## config.mk

```make
export PLATFORM = sky130hd
export DESIGN_NAME = battery_charge_state_estimator
export DESIGN_NICKNAME = d
export VERILOG_FILES = /design/src/rtl/core/bcse_pkg.sv /design/src/rtl/core/bcse_div.sv /design/src/rtl/core/bcse_dp.sv /design/src/rtl/core/bcse_ctrl.sv /design/src/rtl/core/battery_charge_state_estimator.sv
export VERILOG_INCLUDE_DIRS = /design/src /design/src/rtl/core
export SDC_FILE = /design/constraint.sdc
export NUM_CORES = 2
export LEC_CHECK = 0
export ABC_AREA = 1
export BUFFER_PORTS_ARGS = -buffer_cell sky130_fd_sc_hd__buf_2
export CAP_MARGIN = 20
export CORE_ASPECT_RATIO = 1.4
export CORE_MARGIN = 1
export CORE_UTILIZATION = 66
export CTS_CLUSTER_DIAMETER = 80
export DETAILED_ROUTE_END_ITERATION = 10
export GPL_TIMING_DRIVEN = 1
export PLACE_DENSITY_LB_ADDON = 0.15
export RECOVER_POWER = 100
export SYNTH_ARGS = -nofsm -noshare
export SYNTH_HDL_FRONTEND = slang
export SYNTH_SLANG_ARGS = --single-unit
```

## constraint.sdc

```tcl
create_clock -name aclk -period 36.3 [get_ports aclk]
set_clock_uncertainty 0.15 [all_clocks]
set_input_delay 5.445 -clock aclk [delete_from_list [all_inputs] [get_ports aclk]]
set_output_delay 5.445 -clock aclk [all_outputs]
set_load 0.1 [all_outputs]
```

## src/rtl/core/assert_macros.svh

```systemverilog
// assertion macros shared by the estimator rtl
`ifndef ASSERT_MACROS_SVH
`define ASSERT_MACROS_SVH

`ifndef SYNTHESIS
// checked while out of reset
`define BCSE_ASSERT(label, clk, rst_n, prop, msg) \
    label: assert property (@(posedge clk) disable iff (!rst_n) prop) else $error(msg);
// checked on every edge, reset included
`define BCSE_ASSERT_ALWAYS(label, clk, prop, msg) \
    label: assert property (@(posedge clk) prop) else $error(msg);
`else
`define BCSE_ASSERT(label, clk, rst_n, prop, msg)
`define BCSE_ASSERT_ALWAYS(label, clk, prop, msg)
`endif

`endif

```

## src/rtl/core/bcse_pkg.sv

```systemverilog
// shared types and constants of the charge state estimator
package bcse_pkg;

    localparam int CURVE_POINTS = 8;
    localparam int FULL_SCALE   = 10000;
    localparam int PCT_MAX      = 100;
    localparam int MIN_SPAN     = 10;
    localparam int BOOT_LO      = 1000;
    localparam int BOOT_HI      = 9000;
    localparam int CRV_FALLBACK = 5000;
    localparam int DIR_THRESH   = 10;

    localparam int IN_W      = 128;
    localparam int OUT_W     = 24;
    localparam int CFG_W     = 64;
    localparam int CFG_IDX_W = 3;
    localparam int NUM_W     = 48;
    localparam int DEN_W     = 32;
    localparam int PCT_W     = 14;

    typedef enum logic [CFG_IDX_W-1:0] {
        REG_EMPTY_MV   = 3'd0,
        REG_FULL_MV    = 3'd1,
        REG_MARGIN_MV  = 3'd2,
        REG_HOLD_MS    = 3'd3,
        REG_MAX_STEP   = 3'd4,
        REG_CURVE_MV_L = 3'd5,
        REG_CURVE_MV_H = 3'd6,
        REG_CURVE_PCT  = 3'd7
    } cfg_reg_t;

    typedef enum logic [3:0] {
        CMD_NONE,
        CMD_CAPTURE,
        CMD_CRV_DIRECT,
        CMD_CRV_LOAD,
        CMD_CRV_FIN,
        CMD_UPDATE,
        CMD_SET_FULL,
        CMD_FULL_FIN,
        CMD_SET_EMPTY,
        CMD_EMPTY_FIN,
        CMD_PCT_LOAD,
        CMD_PCT_FIN,
        CMD_PCT_CURVE,
        CMD_OUT_LOAD
    } cmd_code_t;

    typedef struct packed {
        cmd_code_t code;
        logic      div_start;
    } dp_cmd_t;

    typedef struct packed {
        logic counter_seen;
        logic crv_div;
        logic full_ev;
        logic empty_ev;
        logic full_prov;
        logic empty_prov;
        logic span_use;
        logic div_done;
        logic out_free;
    } dp_status_t;

endpackage

```

## src/rtl/core/bcse_div.sv

```systemverilog
// iterative rounding divider, one quotient bit per cycle
`include "assert_macros.svh"

module bcse_div (
    input  logic                                aclk,
    input  logic                                aresetn,
    input  logic                                start,
    input  logic signed [bcse_pkg::NUM_W-1:0]   num,
    input  logic        [bcse_pkg::DEN_W-1:0]   den,
    output logic                                done,
    output logic        [bcse_pkg::NUM_W-1:0]   q_mag,
    output logic                                q_neg
);

    localparam int NW = bcse_pkg::NUM_W;
    localparam int DW = bcse_pkg::DEN_W;

    logic                 rnd_reg, run_reg, done_reg, neg_reg;
    logic [$clog2(NW)-1:0] cnt_reg;
    logic [NW-1:0]        mag_reg;
    logic [DW-1:0]        den_reg, rem_reg;
    logic [DW:0]          rem_sh;
    logic                 ge;

    assign rem_sh = {rem_reg, mag_reg[NW-1]};
    assign ge     = rem_sh >= {1'b0, den_reg};

    always_ff @(posedge aclk) begin
        if (!aresetn) begin
            rnd_reg  <= 1'b0;
            run_reg  <= 1'b0;
            done_reg <= 1'b0;
        end else begin
            done_reg <= 1'b0;
            if (start) begin
                rnd_reg <= 1'b1;
            end else if (rnd_reg) begin
                rnd_reg <= 1'b0;
                run_reg <= 1'b1;
            end else if (run_reg && cnt_reg == '0) begin
                run_reg  <= 1'b0;
                done_reg <= 1'b1;
            end
        end
    end

    always_ff @(posedge aclk) begin
        if (start) begin
            neg_reg <= num[NW-1];
            mag_reg <= num[NW-1] ? NW'(-num) : NW'(num);
            den_reg <= den;
        end else if (rnd_reg) begin
            // bias by half the divisor for round to nearest
            mag_reg <= mag_reg + NW'(den_reg >> 1);
            rem_reg <= '0;
            cnt_reg <= ($clog2(NW))'(NW - 1);
        end else if (run_reg) begin
            mag_reg <= {mag_reg[NW-2:0], ge};
            rem_reg <= ge ? DW'(rem_sh - {1'b0, den_reg}) : rem_sh[DW-1:0];
            cnt_reg <= cnt_reg - 1'b1;
        end
    end

    assign done  = done_reg;
    assign q_mag = mag_reg;
    assign q_neg = neg_reg;

    `BCSE_ASSERT(a_start_idle, aclk, aresetn, start |-> !run_reg && !rnd_reg, "divider restarted while busy")
    `BCSE_ASSERT(a_done_after_run, aclk, aresetn, done_reg |-> $past(run_reg), "done without iteration")
    `BCSE_ASSERT_ALWAYS(a_reset_idle, aclk, !aresetn |=> !run_reg && !rnd_reg && !done_reg, "divider busy after reset")

endmodule

```

## src/rtl/core/bcse_dp.sv

```systemverilog
// datapath: configuration, estimator state, curve lookup, divider and output register
`include "assert_macros.svh"

module bcse_dp (
    input  logic                                 aclk,
    input  logic                                 aresetn,
    input  logic [bcse_pkg::IN_W-1:0]            s_tdata,
    output logic                                 m_tvalid,
    input  logic                                 m_tready,
    output logic [bcse_pkg::OUT_W-1:0]           m_tdata,
    input  logic                                 cfg_wr_en,
    input  logic [bcse_pkg::CFG_IDX_W-1:0]       cfg_index,
    input  logic [bcse_pkg::CFG_W-1:0]           cfg_data,
    input  bcse_pkg::dp_cmd_t                    cmd,
    output bcse_pkg::dp_status_t                 status
);

    localparam int NP   = bcse_pkg::CURVE_POINTS;
    localparam int NW   = bcse_pkg::NUM_W;
    localparam int PW   = bcse_pkg::PCT_W;
    localparam logic signed [NW-1:0] SCALE_S = NW'(bcse_pkg::FULL_SCALE);
    localparam logic signed [15:0]   DIR_S   = 16'(bcse_pkg::DIR_THRESH);

    typedef struct packed {
        logic [14:0] low_mv;
        logic [14:0] full_mv;
        logic [9:0]  margin;
        logic [31:0] hold;
        logic [30:0] step;
        logic [63:0] mv_lo;
        logic [63:0] mv_hi;
        logic [63:0] pct_pts;
    } cfg_t;

    typedef struct packed {
        logic [31:0]   rc;
        logic [31:0]   last;
        logic [31:0]   fanchor;
        logic [31:0]   eanchor;
        logic [31:0]   bcharge;
        logic [31:0]   fhs;
        logic [31:0]   ehs;
        logic [31:0]   span;
        logic [PW-1:0] bfrac;
        logic seen, chg_seen, dis_seen, flat, elat, fknown, eknown, span_valid, span_prov;
    } est_t;

    typedef struct packed {
        logic [31:0]   cc;
        logic [15:0]   cur;
        logic [14:0]   avg;
        logic [14:0]   vmax;
        logic [14:0]   vmin;
        logic          ov, uv;
        logic [31:0]   now;
        logic [PW-1:0] crv_base, crv_pct, pct;
        logic          fev, eev;
        logic [NW-1:0] div_num;
        logic [31:0]   div_den;
    } work_t;

    typedef struct packed {
        logic [PW-1:0] pct;
        logic known, prov, fev, eev;
    } out_t;

    localparam cfg_t CFG_RESET = '{
        low_mv: 15'd3000, full_mv: 15'd4200, margin: 10'd20, hold: 32'd60000,
        step: 31'd100000, mv_lo: '0, mv_hi: '0, pct_pts: '0};

    cfg_t  cfg_reg, cfg_next;
    est_t  est_reg, est_next;
    work_t wk_reg, wk_next;
    out_t  out_reg, out_next;
    logic  m_valid_reg, m_valid_next;

    logic          div_done, q_neg;
    logic [NW-1:0] q_mag;
    logic signed [NW:0] q_s;

    function automatic logic [31:0] sat32(input logic signed [33:0] v);
        if (v > 34'sd2147483647) begin
            return 32'h7FFF_FFFF;
        end else if (v < -34'sd2147483648) begin
            return 32'h8000_0000;
        end
        return v[31:0];
    endfunction

    // ---------------- curve lookup
    logic [15:0]   mv_pt  [NP];
    logic [PW-1:0] pct_pt [NP];
    logic [14:0]   avg_cl, b;
    logic          le_first, ge_last, found;
    logic [15:0]   seg_lo, seg_hi, crv_den;
    logic [PW-1:0] seg_plo, seg_phi, crv_direct;
    logic signed [16:0] crv_off;
    logic signed [14:0] crv_dp;
    logic signed [31:0] crv_prod;
    logic signed [15:0] crv_sum;
    logic          crv_div;

    always_comb begin
        logic [7:0] p;
        for (int i = 0; i < NP; i++) begin
            mv_pt[i] = (i < 4) ? cfg_reg.mv_lo[16*(i & 3) +: 16] : cfg_reg.mv_hi[16*(i & 3) +: 16];
            p = cfg_reg.pct_pts[8*i +: 8];
            pct_pt[i] = (p > 8'(bcse_pkg::PCT_MAX)) ? PW'(bcse_pkg::FULL_SCALE)
                                                     : PW'(PW'(p) * PW'(bcse_pkg::PCT_MAX));
        end
    end

    assign avg_cl   = (wk_reg.avg > cfg_reg.full_mv) ? cfg_reg.full_mv : wk_reg.avg;
    assign b        = (avg_cl < cfg_reg.low_mv) ? cfg_reg.low_mv : avg_cl;
    assign le_first = {1'b0, b} <= mv_pt[0];
    assign ge_last  = {1'b0, b} >= mv_pt[NP-1];

    // first segment that holds the clamped voltage
    always_comb begin
        found   = 1'b0;
        seg_lo  = '0;
        seg_hi  = '0;
        seg_plo = '0;
        seg_phi = '0;
        for (int i = 0; i < NP - 1; i++) begin
            if (!found && {1'b0, b} >= mv_pt[i] && {1'b0, b} <= mv_pt[i+1]) begin
                found   = 1'b1;
                seg_lo  = mv_pt[i];
                seg_hi  = mv_pt[i+1];
                seg_plo = pct_pt[i];
                seg_phi = pct_pt[i+1];
            end
        end
    end

    assign crv_den  = seg_hi - seg_lo;
    assign crv_div  = !le_first && !ge_last && found && (crv_den != '0);
    assign crv_off  = $signed({2'b00, b}) - $signed({1'b0, seg_lo});
    assign crv_dp   = $signed({1'b0, seg_phi}) - $signed({1'b0, seg_plo});
    assign crv_prod = crv_off * crv_dp;
    assign crv_sum  = $signed({2'b00, wk_reg.crv_base}) + $signed(q_s[15:0]);

    always_comb begin
        if (le_first) begin
            crv_direct = pct_pt[0];
        end else if (ge_last) begin
            crv_direct = pct_pt[NP-1];
        end else if (found) begin
            crv_direct = seg_plo;
        end else begin
            crv_direct = PW'(bcse_pkg::CRV_FALLBACK);
        end
    end

    // ---------------- sample update
    logic signed [32:0] delta, dmag;
    logic signed [33:0] rc_sum;
    logic        step_ok, chg, dis, rest, chg_new, dis_new;
    logic        full_v, empty_v, full_hit, empty_hit;
    logic [31:0] fhs_new, ehs_new;
    logic signed [16:0] full_thr;
    logic [15:0] empty_thr;

    assign delta   = $signed({wk_reg.cc[31], wk_reg.cc}) - $signed({est_reg.last[31], est_reg.last});
    assign dmag    = delta[32] ? -delta : delta;
    assign step_ok = dmag < $signed({2'b00, cfg_reg.step});
    assign rc_sum  = $signed({{2{est_reg.rc[31]}}, est_reg.rc}) + $signed({delta[32], delta});

    assign chg     = $signed(wk_reg.cur) < -DIR_S;
    assign dis     = $signed(wk_reg.cur) > DIR_S;
    assign rest    = $signed(wk_reg.cur) > -DIR_S
                  && $signed(wk_reg.cur) < DIR_S;
    assign chg_new = est_reg.chg_seen || chg;
    assign dis_new = est_reg.dis_seen || (!chg && dis);

    assign full_thr  = $signed({2'b00, cfg_reg.full_mv}) - $signed({7'b0, cfg_reg.margin});
    assign full_v    = $signed({2'b00, wk_reg.vmax}) >= full_thr;
    assign empty_thr = {1'b0, cfg_reg.low_mv} + {6'b0, cfg_reg.margin};
    assign empty_v   = {1'b0, wk_reg.vmin} <= empty_thr;

    assign fhs_new = !full_v ? '0 : (est_reg.fhs == '0 ? wk_reg.now : est_reg.fhs);
    assign ehs_new = !empty_v ? '0 : (est_reg.ehs == '0 ? wk_reg.now : est_reg.ehs);

    assign full_hit  = wk_reg.ov || (full_v && chg_new && rest && fhs_new != '0
                       && (wk_reg.now - fhs_new) >= cfg_reg.hold);
    assign empty_hit = wk_reg.uv || (empty_v && dis_new && ehs_new != '0
                       && (wk_reg.now - ehs_new) >= cfg_reg.hold);

    // ---------------- span and percent arithmetic
    logic        boot_ok, span_ok;
    logic signed [32:0] mul_a, meas_f, meas_e;
    logic signed [NW-1:0] mul_p;
    logic [31:0] span_sat;

    assign boot_ok = est_reg.bfrac >= PW'(bcse_pkg::BOOT_LO) && est_reg.bfrac <= PW'(bcse_pkg::BOOT_HI);
    assign meas_f  = $signed({est_reg.rc[31], est_reg.rc})
                   - $signed({est_reg.eanchor[31], est_reg.eanchor});
    assign meas_e  = $signed({est_reg.fanchor[31], est_reg.fanchor})
                   - $signed({est_reg.rc[31], est_reg.rc});

    always_comb begin
        case (cmd.code)
            bcse_pkg::CMD_SET_FULL:  mul_a = $signed({est_reg.rc[31], est_reg.rc})
                                           - $signed({est_reg.bcharge[31], est_reg.bcharge});
            bcse_pkg::CMD_SET_EMPTY: mul_a = $signed({est_reg.bcharge[31], est_reg.bcharge})
                                           - $signed({est_reg.rc[31], est_reg.rc});
            default:                 mul_a = meas_f;
        endcase
    end

    assign mul_p    = $signed({{(NW-33){mul_a[32]}}, mul_a}) * SCALE_S;
    assign q_s      = q_neg ? -$signed({1'b0, q_mag}) : $signed({1'b0, q_mag});
    assign span_ok  = !q_neg && q_mag > NW'(bcse_pkg::MIN_SPAN);
    assign span_sat = (|q_mag[NW-1:32]) ? 32'hFFFF_FFFF : q_mag[31:0];

    // ---------------- command decode
    always_comb begin
        cfg_next     = cfg_reg;
        est_next     = est_reg;
        wk_next      = wk_reg;
        out_next     = out_reg;
        m_valid_next = m_valid_reg && !m_tready;

        if (cfg_wr_en) begin
            unique case (bcse_pkg::cfg_reg_t'(cfg_index))
                bcse_pkg::REG_EMPTY_MV:   cfg_next.low_mv   = cfg_data[14:0];
                bcse_pkg::REG_FULL_MV:    cfg_next.full_mv  = cfg_data[14:0];
                bcse_pkg::REG_MARGIN_MV:  cfg_next.margin   = cfg_data[9:0];
                bcse_pkg::REG_HOLD_MS:    cfg_next.hold     = cfg_data[31:0];
                bcse_pkg::REG_MAX_STEP:   cfg_next.step     = cfg_data[30:0];
                bcse_pkg::REG_CURVE_MV_L: cfg_next.mv_lo    = cfg_data;
                bcse_pkg::REG_CURVE_MV_H: cfg_next.mv_hi    = cfg_data;
                bcse_pkg::REG_CURVE_PCT:  cfg_next.pct_pts  = cfg_data;
            endcase
        end

        unique case (cmd.code)
            bcse_pkg::CMD_CAPTURE: begin
                wk_next.cc   = s_tdata[31:0];
                wk_next.cur  = s_tdata[47:32];
                wk_next.avg  = s_tdata[62:48];
                wk_next.vmax = s_tdata[77:63];
                wk_next.vmin = s_tdata[92:78];
                wk_next.ov   = s_tdata[93];
                wk_next.uv   = s_tdata[94];
                wk_next.now  = s_tdata[126:95];
            end
            bcse_pkg::CMD_CRV_DIRECT: wk_next.crv_pct = crv_direct;
            bcse_pkg::CMD_CRV_LOAD: begin
                wk_next.crv_base = seg_plo;
                wk_next.div_num  = {{(NW-32){crv_prod[31]}}, crv_prod};
                wk_next.div_den  = {16'b0, crv_den};
            end
            bcse_pkg::CMD_CRV_FIN: wk_next.crv_pct = crv_sum[PW-1:0];
            bcse_pkg::CMD_UPDATE: begin
                if (!est_reg.seen) begin
                    est_next.bfrac   = wk_reg.crv_pct;
                    est_next.bcharge = est_reg.rc;
                end else if (step_ok) begin
                    est_next.rc = sat32(rc_sum);
                end
                est_next.last     = wk_reg.cc;
                est_next.seen     = 1'b1;
                est_next.chg_seen = chg_new;
                est_next.dis_seen = dis_new;
                est_next.fhs      = fhs_new;
                est_next.ehs      = ehs_new;
                est_next.flat     = full_hit;
                est_next.elat     = empty_hit;
                wk_next.fev       = full_hit && !est_reg.flat;
                wk_next.eev       = empty_hit && !est_reg.elat;
            end
            bcse_pkg::CMD_SET_FULL: begin
                est_next.fknown  = 1'b1;
                est_next.fanchor = est_reg.rc;
                est_next.fhs     = '0;
                if (est_reg.eknown && meas_f > 33'sd10) begin
                    est_next.span       = meas_f[31:0];
                    est_next.span_valid = 1'b1;
                    est_next.span_prov  = 1'b0;
                end
                wk_next.div_num = mul_p;
                wk_next.div_den = 32'(bcse_pkg::FULL_SCALE) - 32'(est_reg.bfrac);
            end
            bcse_pkg::CMD_FULL_FIN: begin
                if (span_ok) begin
                    est_next.span       = span_sat;
                    est_next.eanchor    = sat32($signed({{2{est_reg.fanchor[31]}}, est_reg.fanchor})
                                              - $signed({2'b00, span_sat}));
                    est_next.span_valid = 1'b1;
                    est_next.span_prov  = 1'b1;
                end
            end
            bcse_pkg::CMD_SET_EMPTY: begin
                est_next.eknown  = 1'b1;
                est_next.eanchor = est_reg.rc;
                est_next.ehs     = '0;
                if (est_reg.fknown && meas_e > 33'sd10) begin
                    est_next.span       = meas_e[31:0];
                    est_next.span_valid = 1'b1;
                    est_next.span_prov  = 1'b0;
                end
                wk_next.div_num = mul_p;
                wk_next.div_den = 32'(est_reg.bfrac);
            end
            bcse_pkg::CMD_EMPTY_FIN: begin
                if (span_ok) begin
                    est_next.span       = span_sat;
                    est_next.fanchor    = sat32($signed({{2{est_reg.eanchor[31]}}, est_reg.eanchor})
                                              + $signed({2'b00, span_sat}));
                    est_next.span_valid = 1'b1;
                    est_next.span_prov  = 1'b1;
                end
            end
            bcse_pkg::CMD_PCT_LOAD: begin
                wk_next.div_num = mul_p;
                wk_next.div_den = est_reg.span;
            end
            bcse_pkg::CMD_PCT_FIN: begin
                if (q_neg) begin
                    wk_next.pct = '0;
                end else if (q_mag > NW'(bcse_pkg::FULL_SCALE)) begin
                    wk_next.pct = PW'(bcse_pkg::FULL_SCALE);
                end else begin
                    wk_next.pct = q_mag[PW-1:0];
                end
            end
            bcse_pkg::CMD_PCT_CURVE: wk_next.pct = wk_reg.crv_pct;
            bcse_pkg::CMD_OUT_LOAD: begin
                out_next.pct   = wk_reg.pct;
                out_next.known = est_reg.span_valid;
                out_next.prov  = est_reg.span_prov;
                out_next.fev   = wk_reg.fev;
                out_next.eev   = wk_reg.eev;
                m_valid_next   = 1'b1;
            end
            bcse_pkg::CMD_NONE: ;
            default: ;
        endcase
    end

    always_ff @(posedge aclk) begin
        if (!aresetn) begin
            cfg_reg     <= CFG_RESET;
            est_reg     <= '0;
            m_valid_reg <= 1'b0;
        end else begin
            cfg_reg     <= cfg_next;
            est_reg     <= est_next;
            m_valid_reg <= m_valid_next;
        end
    end

    always_ff @(posedge aclk) begin
        wk_reg  <= wk_next;
        out_reg <= out_next;
    end

    bcse_div u_div (
        .aclk    (aclk),
        .aresetn (aresetn),
        .start   (cmd.div_start),
        .num     (wk_reg.div_num),
        .den     (wk_reg.div_den),
        .done    (div_done),
        .q_mag   (q_mag),
        .q_neg   (q_neg)
    );

    assign status.counter_seen = est_reg.seen;
    assign status.crv_div      = crv_div;
    assign status.full_ev      = wk_reg.fev;
    assign status.empty_ev     = wk_reg.eev;
    assign status.full_prov    = !est_reg.eknown && boot_ok;
    assign status.empty_prov   = !est_reg.fknown && boot_ok;
    assign status.span_use     = est_reg.span_valid && est_reg.span > 32'(bcse_pkg::MIN_SPAN);
    assign status.div_done     = div_done;
    assign status.out_free     = !m_valid_reg || m_tready;

    assign m_tvalid = m_valid_reg;
    assign m_tdata  = {6'b0, out_reg.eev, out_reg.fev, out_reg.prov, out_reg.known, out_reg.pct};

    `BCSE_ASSERT(a_prov_needs_span, aclk, aresetn, est_reg.span_prov |-> est_reg.span_valid, "provisional flag without span")
    `BCSE_ASSERT(a_span_above_min, aclk, aresetn, est_reg.span_valid |-> est_reg.span > 32'(bcse_pkg::MIN_SPAN), "span at or below minimum")
    `BCSE_ASSERT(a_pct_range, aclk, aresetn, m_valid_reg |-> out_reg.pct <= 14'(bcse_pkg::FULL_SCALE), "percent out of range")

endmodule

```

## src/rtl/core/bcse_ctrl.sv

```systemverilog
// controller: sequences capture, curve, update, endpoints, percent and output
module bcse_ctrl (
    input  logic                 aclk,
    input  logic                 aresetn,
    input  logic                 s_tvalid,
    output logic                 s_tready,
    input  bcse_pkg::dp_status_t status,
    output bcse_pkg::dp_cmd_t    cmd
);

    typedef enum logic [3:0] {
        ST_IDLE,
        ST_CRV,
        ST_CRV_GO,
        ST_CRV_WAIT,
        ST_UPDATE,
        ST_FULL,
        ST_FULL_GO,
        ST_FULL_WAIT,
        ST_EMPTY,
        ST_EMPTY_GO,
        ST_EMPTY_WAIT,
        ST_PCT,
        ST_PCT_GO,
        ST_PCT_WAIT,
        ST_DONE
    } state_t;

    state_t state_reg, state_next;
    logic   crv_done_reg, crv_done_next, upd_done_reg, upd_done_next;

    always_comb begin
        state_next     = state_reg;
        crv_done_next  = crv_done_reg;
        upd_done_next  = upd_done_reg;
        cmd.code       = bcse_pkg::CMD_NONE;
        cmd.div_start  = 1'b0;

        unique case (state_reg)
            ST_IDLE: begin
                if (s_tvalid) begin
                    cmd.code      = bcse_pkg::CMD_CAPTURE;
                    crv_done_next = 1'b0;
                    upd_done_next = 1'b0;
                    // first sample needs the curve before the update
                    state_next    = status.counter_seen ? ST_UPDATE : ST_CRV;
                end
            end
            ST_CRV: begin
                if (status.crv_div) begin
                    cmd.code   = bcse_pkg::CMD_CRV_LOAD;
                    state_next = ST_CRV_GO;
                end else begin
                    cmd.code      = bcse_pkg::CMD_CRV_DIRECT;
                    crv_done_next = 1'b1;
                    state_next    = upd_done_reg ? ST_PCT : ST_UPDATE;
                end
            end
            ST_CRV_GO: begin
                cmd.div_start = 1'b1;
                state_next    = ST_CRV_WAIT;
            end
            ST_CRV_WAIT: begin
                if (status.div_done) begin
                    cmd.code      = bcse_pkg::CMD_CRV_FIN;
                    crv_done_next = 1'b1;
                    state_next    = upd_done_reg ? ST_PCT : ST_UPDATE;
                end
            end
            ST_UPDATE: begin
                cmd.code      = bcse_pkg::CMD_UPDATE;
                upd_done_next = 1'b1;
                state_next    = ST_FULL;
            end
            ST_FULL: begin
                if (status.full_ev) begin
                    cmd.code   = bcse_pkg::CMD_SET_FULL;
                    state_next = status.full_prov ? ST_FULL_GO : ST_EMPTY;
                end else begin
                    state_next = ST_EMPTY;
                end
            end
            ST_FULL_GO: begin
                cmd.div_start = 1'b1;
                state_next    = ST_FULL_WAIT;
            end
            ST_FULL_WAIT: begin
                if (status.div_done) begin
                    cmd.code   = bcse_pkg::CMD_FULL_FIN;
                    state_next = ST_EMPTY;
                end
            end
            ST_EMPTY: begin
                if (status.empty_ev) begin
                    cmd.code   = bcse_pkg::CMD_SET_EMPTY;
                    state_next = status.empty_prov ? ST_EMPTY_GO : ST_PCT;
                end else begin
                    state_next = ST_PCT;
                end
            end
            ST_EMPTY_GO: begin
                cmd.div_start = 1'b1;
                state_next    = ST_EMPTY_WAIT;
            end
            ST_EMPTY_WAIT: begin
                if (status.div_done) begin
                    cmd.code   = bcse_pkg::CMD_EMPTY_FIN;
                    state_next = ST_PCT;
                end
            end
            ST_PCT: begin
                if (status.span_use) begin
                    cmd.code   = bcse_pkg::CMD_PCT_LOAD;
                    state_next = ST_PCT_GO;
                end else if (crv_done_reg) begin
                    cmd.code   = bcse_pkg::CMD_PCT_CURVE;
                    state_next = ST_DONE;
                end else begin
                    state_next = ST_CRV;
                end
            end
            ST_PCT_GO: begin
                cmd.div_start = 1'b1;
                state_next    = ST_PCT_WAIT;
            end
            ST_PCT_WAIT: begin
                if (status.div_done) begin
                    cmd.code   = bcse_pkg::CMD_PCT_FIN;
                    state_next = ST_DONE;
                end
            end
            ST_DONE: begin
                if (status.out_free) begin
                    cmd.code   = bcse_pkg::CMD_OUT_LOAD;
                    state_next = ST_IDLE;
                end
            end
            default: state_next = ST_IDLE;
        endcase
    end

    always_ff @(posedge aclk) begin
        if (!aresetn) begin
            state_reg    <= ST_IDLE;
            crv_done_reg <= 1'b0;
            upd_done_reg <= 1'b0;
        end else begin
            state_reg    <= state_next;
            crv_done_reg <= crv_done_next;
            upd_done_reg <= upd_done_next;
        end
    end

    assign s_tready = (state_reg == ST_IDLE);

endmodule

```

## src/rtl/core/battery_charge_state_estimator.sv

```systemverilog
// top level of the battery charge state estimator
//
//  channel  | dir | handshake          | payload
//  ---------+-----+--------------------+------------------------------------
//  s_       | in  | s_tvalid/s_tready  | s_tdata, 128 bits, one pack sample
//  m_       | out | m_tvalid/m_tready  | m_tdata, 24 bits, one estimate
//  cfg_     | in  | cfg_wr_en          | cfg_index, cfg_data, 64 bits
//
// a sample with a learned span setting the percent runs capture, update, two
// endpoint checks, divider load, one bit-serial divider pass and the output step.
// without a span the curve sets it, with a divider pass if a segment is interpolated.
// the first sample runs the curve before the update; an endpoint marked while the other
// end is unknown adds a divider pass when the boot percent is in range; m_tready stalls add.
// reset is synchronous; no clearing pass, a sample can be taken right after it.
// a finished estimate waits in the output register while the next sample is taken.
module battery_charge_state_estimator (
    input  logic                                aclk,
    input  logic                                aresetn,
    input  logic                                s_tvalid,
    output logic                                s_tready,
    // coulomb_count[31:0], current_ma[47:32], average_cell_mv[62:48],
    // maximum_cell_mv[77:63], minimum_cell_mv[92:78], overvoltage_flag[93],
    // undervoltage_flag[94], time_ms[126:95], zero[127]
    input  logic [bcse_pkg::IN_W-1:0]           s_tdata,
    output logic                                m_tvalid,
    input  logic                                m_tready,
    // charge_percent[13:0], span_known[14], span_is_provisional[15],
    // full_event[16], empty_event[17], zero[23:18]
    output logic [bcse_pkg::OUT_W-1:0]          m_tdata,
    input  logic                                cfg_wr_en,
    input  logic [bcse_pkg::CFG_IDX_W-1:0]      cfg_index,
    input  logic [bcse_pkg::CFG_W-1:0]          cfg_data
);

    bcse_pkg::dp_cmd_t    cmd;
    bcse_pkg::dp_status_t status;

    bcse_ctrl u_ctrl (
        .aclk     (aclk),
        .aresetn  (aresetn),
        .s_tvalid (s_tvalid),
        .s_tready (s_tready),
        .status   (status),
        .cmd      (cmd)
    );

    bcse_dp u_dp (
        .aclk      (aclk),
        .aresetn   (aresetn),
        .s_tdata   (s_tdata),
        .m_tvalid  (m_tvalid),
        .m_tready  (m_tready),
        .m_tdata   (m_tdata),
        .cfg_wr_en (cfg_wr_en),
        .cfg_index (cfg_index),
        .cfg_data  (cfg_data),
        .cmd       (cmd),
        .status    (status)
    );

endmodule

```

# --- Yosys cells after proc, flatten, opt, wreduce, memory -nomap -nowiden ---
# Cells that the tools add are included.
# W data, S select, Z words.
word_totals:
  out_inout_bits: 26
  reg_bits: 972
  in_bits: 200
op_classes:
  n_addsub: 23
  n_lt_le_gt_ge: 49
  multipliers: 10
  n_bitwise: 3
  n_eq_ne: 46
  muxes: 143
  n_reduce_logical: 100
ops:
  columns: ["operator", "count"]
  rows:
  - ["$mux W32", 21]
  - ["$mux W14", 28]
  - ["$pmux W80 S4", 1]
  - ["$pmux W32 S2", 4]
  - ["$mux W16", 14]
  - ["$mux W48", 4]
  - ["$sub A32 B32 Y33", 5]
  - ["$le A15 B16 Y1", 9]
  - ["$ge A15 B16 Y1", 8]
  - ["$gt A34 B32 Y1 const B", 3]
  - ["$lt A34 B32 Y1 const B", 3]
  - ["$mul A8 B5 Y12 const B", 8]
  - ["$pmux W32 S3", 1]
  - ["$sub A32 B32 Y32", 3]
  - ["$mux W4", 19]
  - ["$add A32 B33 Y34", 2]
  - ["$gt A33 B5 Y1 const B", 2]
  - ["$pmux W33 S2", 1]
  - ["$ge A32 B32 Y1", 2]
  - ["$gt A8 B7 Y1 const B", 8]
  - ["$logic_not A32 Y1", 2]
  - ["$reduce_bool A32 Y1", 2]
  - ["$pmux W4 S15", 1]
  - ["$pmux W14 S2", 2]
  - ["other kinds (65)", 221]

# --- Depth between registers and ports, before layout ---
depth:
  depth_word: 41
  depth_mapped: 94
  mapped_depth_nobuf: 87

# --- Hierarchy ---
# From an unflattened synthesis, not the netlist that was laid out.
unflattened:
  hier_cells: 14231
  hier_area_um2: 98799.8
modules_own_cells:
  columns: ["mod", "seq_area_each_um2", "instances", "area_each_um2", "cells_each"]
  rows:
  - ["bcse_dp", 19468.7, 1, 85305.6, 12010]
  - ["bcse_div", 3633.5, 1, 12758.5, 2088]
  - ["bcse_ctrl", 120.1, 1, 735.7, 133]

# --- Least setup slack after synthesis ---
# Ideal clock, no wire load.
synth_timing:
  path_type: "reg-to-reg"
  start: "reg u_dp.wk_reg[190] (netlist name)"
  end: "reg u_dp.wk_reg[70] (netlist name) (data pin)"
  setup_time_ns: 0.271
  n_path_buf: 8
  path_slack_ns: 21.512
  arrival_time_ns: 14.367
  stages_incl_launch_ff: 83
  path_cell_list: "edfxtp_1 > ha_1 > nand2_1 > nor2_1 > a211oi_1 > o21ai_1 > nand2_1 > a21oi_1 > o21ai_1 > nand2_1 > nand2_1 > clkbuf_1 > clkbuf_1 > nand2_1 > o21ai_0 > ha_1 > a21oi_1 > nor2_1 > [47 not listed] > inv_1 > o21ai_1 > nand2_1 > a21oi_1 > o21ai_1 > a21oi_1 > o21ai_1 > nand3_1 > nand2_1 > nand3_1 > nand2_1 > a21oi_1 > nor2_1 > nor2_1 > xor2_1 > nand2_1 > clkbuf_1 > o21ai_0"
synth_lines:
  columns: ["item", "line", "rtl"]
  rows:
  - ["start: declaration", "bcse_dp.sv:73", "work_t wk_reg, wk_next;"]
  - ["start signal: assignment", "bcse_dp.sv:355", "wk_reg <= wk_next;"]

==> summary.md <==
| Metric | Value |
|---|---|
| Status | `complete, but fails checks` |
| Worst-margin pin slew | `8.950 ns` |
| CTS tree | `built` |
| Synth cell count leaders | `nand2_1 (1976), inv_1 (1860), a21oi_1 (1345)` |
| Worst-path clk slew | `0.07 ns` |
| WL/cell | `22.70 um` |
| Site Rows | `161` |
| Synthesized flop and latch total | `968` |
| Overflow after GRT | `0` |
| Final Cycle Share | `0.6152` |
| Root Buffer Master | `clkbuf_16` |
| Avg Vias per Cell | `6.272` |
| Violated checks | `capacitance limit, slew limit` |
| Hpwl dp | `250.9 mm` |
| Post-synth EDFFs | `384` |
| Max cap viols | `21` |
| Worst Setup Start Kind | `flop` |
| CP arrival | `22.75 ns` |
| Share of cells above drive strength 1 | `0.05200` |
| Top Ports | `226` |
| Number of global-route vias before repair | `85753` |
| Seq/Total Area, Yosys | `0.2529` |
| Critical Path End Type | `flop` |
| Post-cts resize count | `0` |
| Gr usage total | `0.4483` |
| Most common cell in the synthesized netlist | `nand2_1` |
| CP required | `36.72 ns` |
| Syn Inst Count | `12152` |
| Port Buffers | `218` |
| CP Class | `reg -> reg` |
| Max Freq | `0.04478 GHz` |
| Final wirelength | `319.4 mm` |
| Worst R2R Setup Slack | `13.97 ns` |
| Synth Warn # | `0` |
| CTS H-tree depth | `3` |
| Max reg flops | `295` |
| WHS Path Cells | `0` |
| Mapped Area | `0.09182 mm^2` |
| Slowest cell on the critical path | `clkinvlp_2` |
| First-pass GRT wire length | `482.1 mm` |
| Fillers | `11293` |
| Via count | `88256` |
| Main synth FF type | `dfxtp_1` |
| Initial DRC count | `8956` |
| RSZ-0062 raised after global routing | `false` |
| Yosys top cell area share | `0.1669` |
| Detail Route Antenna Nets | `0` |
| R2r startpoint | `u_dp.cfg_reg[266]$_SDFFE_PN0P_` |
| Chip width | `317.2 um` |
| Hold path start | `u_dp.wk_reg[11]$_DFFE_PP_` |
| Initial Utilization | `0.6664` |
| Asr flop ratio synth | `0` |
| Path depth of the worst reg2reg path | `73` |
| Placer Congestion | `1.082` |
| Average cell area after synthesis | `7.556 um^2` |
| Setup TNS | `0 ns` |
| Chip height | `443.3 um` |
| Post-layout util | `0.7105` |
| Crit Path Max Fanout | `50` |
| Slew headroom | `-4.966` |
| Setup-failing EPs final | `0` |
| P&R area growth vs syn | `6.610%` |
| Post-synth cell types | `86` |
| Minimum clock period | `22.33 ns` |
| Die ar. | `0.1406 mm^2` |
| CTS Buf Count | `103` |
| Endpoints failing hold | `0` |
| Post-layout net count | `13949` |
| Synth area leaders | `ha_1 (17%), dfxtp_1 (13%), edfxtp_1 (13%), nand2_1 (8.1%), inv_1 (7.6%)` |
| Final count of pins violating max slew | `1280` |
| Post-synthesis cell type with the largest combined area | `ha_1` |
| Largest net degree at the start of global routing | `218` |
| Most used cell, CP | `nand2_1` |
| Max stage delay on crit path | `1.69 ns` |
| Clock Path Buffers | `3` |
| Clock Sink Count | `968` |
| # DRC | `0` |
| Worst Hold Path EP | `u_dp.u_div.den_reg[11]$_DFFE_PN_` |
| Post-CTS Setup Bufs | `0` |
| Detailed Routing Iterations Pass 1 | `8` |
| Hold Buf Count CTS | `0` |
| Later-pin clock latency in the skew report | `0.79 ns` |
| Hold crit path type | `reg -> reg` |
| R2R Path End | `u_dp.wk_reg[74]$_DFFE_PP_` |
| Core area | `0.1378 mm^2` |
| Initial antenna violation count | `15` |
[layout by cell type (no fill, tap or decap), drive strengths merged, types with 8 or more instances in the layout]
master / n
clkinv: 41
a41oi: 8
xnor2: 180
bufinv: 8
o311ai: 9
nand3b: 16
a31oi: 44
nand2: 2009
edfxtp: 384
diode: 10
a211oi: 37
a21boi: 28
o21ai: 972
inv: 1887
a21oi: 1364
a22oi: 17
o221ai: 101
o31ai: 30
fa: 342
o2111ai: 13
nand4: 135
o41ai: 8
xor2: 323
buf: 247
a2111oi: 21
o211ai: 80
or2: 69
a221oi: 15
clkbuf: 204
nand3: 451
dfxtp: 584
o21a: 30
ha: 1225
nor2: 968
o21bai: 48
nor4: 63
nor3: 112
a21o: 47
o22ai: 89
and2: 11
[worst max path at each step]
stage | from | end | slack, ns | cells past startpoint
CTS | u_dp.cfg_reg[266]$_SDFFE_PN0P_ | u_dp.wk_reg[74]$_DFFE_PP_ | 17.74 | 81
global placement | u_dp.cfg_reg[266]$_SDFFE_PN0P_ | u_dp.wk_reg[78]$_DFFE_PP_ | 17.63 | 79
finish | u_dp.cfg_reg[266]$_SDFFE_PN0P_ | u_dp.wk_reg[74]$_DFFE_PP_ | 13.97 | 73
global route | u_dp.cfg_reg[266]$_SDFFE_PN0P_ | u_dp.wk_reg[69]$_DFFE_PP_ | 12.65 | 73
floorplan | u_dp.wk_reg[190]$_DFFE_PN_ | u_dp.wk_reg[70]$_DFFE_PP_ | 21.51 | 82
detailed placement | u_dp.cfg_reg[266]$_SDFFE_PN0P_ | u_dp.wk_reg[74]$_DFFE_PP_ | 17.90 | 81
[worst max-delay path: cells and delay by family (launching register included)]
family	cells	cell delay (ns)
simple gates	27	6.68
compound gates	23	5.37
fa+ha+maj	11	4.92
xor+xnor	2	1.43
flops	1	0.43
buf+inv	10	3.01
[metal layers]
metal	routed length [um]	up-vias	track usage	share of wire
li1	-	40914	-	-
met1	110900	40958	0.4968	0.35
met2	143700	4783	0.7159	0.45
met3	28360	1585	0.08778	0.089
met4	36320	16	0.4201	0.11
met5	97	-	0	0.00030
[layout make-up]
class | count | area (um^2) | area share
Antenna cell | 10 | 25.02 | 0.0002556
Clock buffer | 143 | 3069 | 0.03135
Clock inverter | 49 | 650.6 | 0.006646
Inverter | 1890 | 7103 | 0.07256
Multi-Input combinational cell | 8911 | 59890 | 0.6118
Sequential cell | 968 | 23220 | 0.2372
Tap cell | 1793 | 2243 | 0.02292
Timing Repair Buffer | 308 | 1692 | 0.01728
[metrics by stage]
step / std cells / worst slack [ns] / area (um^2) / hold slack, ns
3_5_place_dp: 13866 / 17.90 / 94320 / 0.2545
2_1_floorplan: 12157 / 21.51 / 91840 / 0.2503
6_report: 14072 / 13.97 / 97890 / 0.2459
5_1_grt: 14062 / 12.65 / 97870 / 0.2703
3_3_place_gp: 13863 / 17.63 / 94290 / 0.2512
4_1_cts: 14058 / 17.74 / 98040 / 0.2434
[kinds of logic (layout without fill, tap and decap cells)]
family	count (synthesis)	after routing	synth area share
AO/OA/AOI/OAI	2987	2987	0.1847
buffers and inverters	2278	2390	0.09510
adder cells (fa/ha/maj)	1567	1567	0.2415
other	1	16	0.00004084
XOR/XNOR	503	503	0.04806
AND/OR/NAND/NOR	3848	3848	0.1777
flip-flops	968	968	0.2529
Power is not shown: default switching activity piles up to over one toggle a cycle in this logic, so the estimate is an artifact.
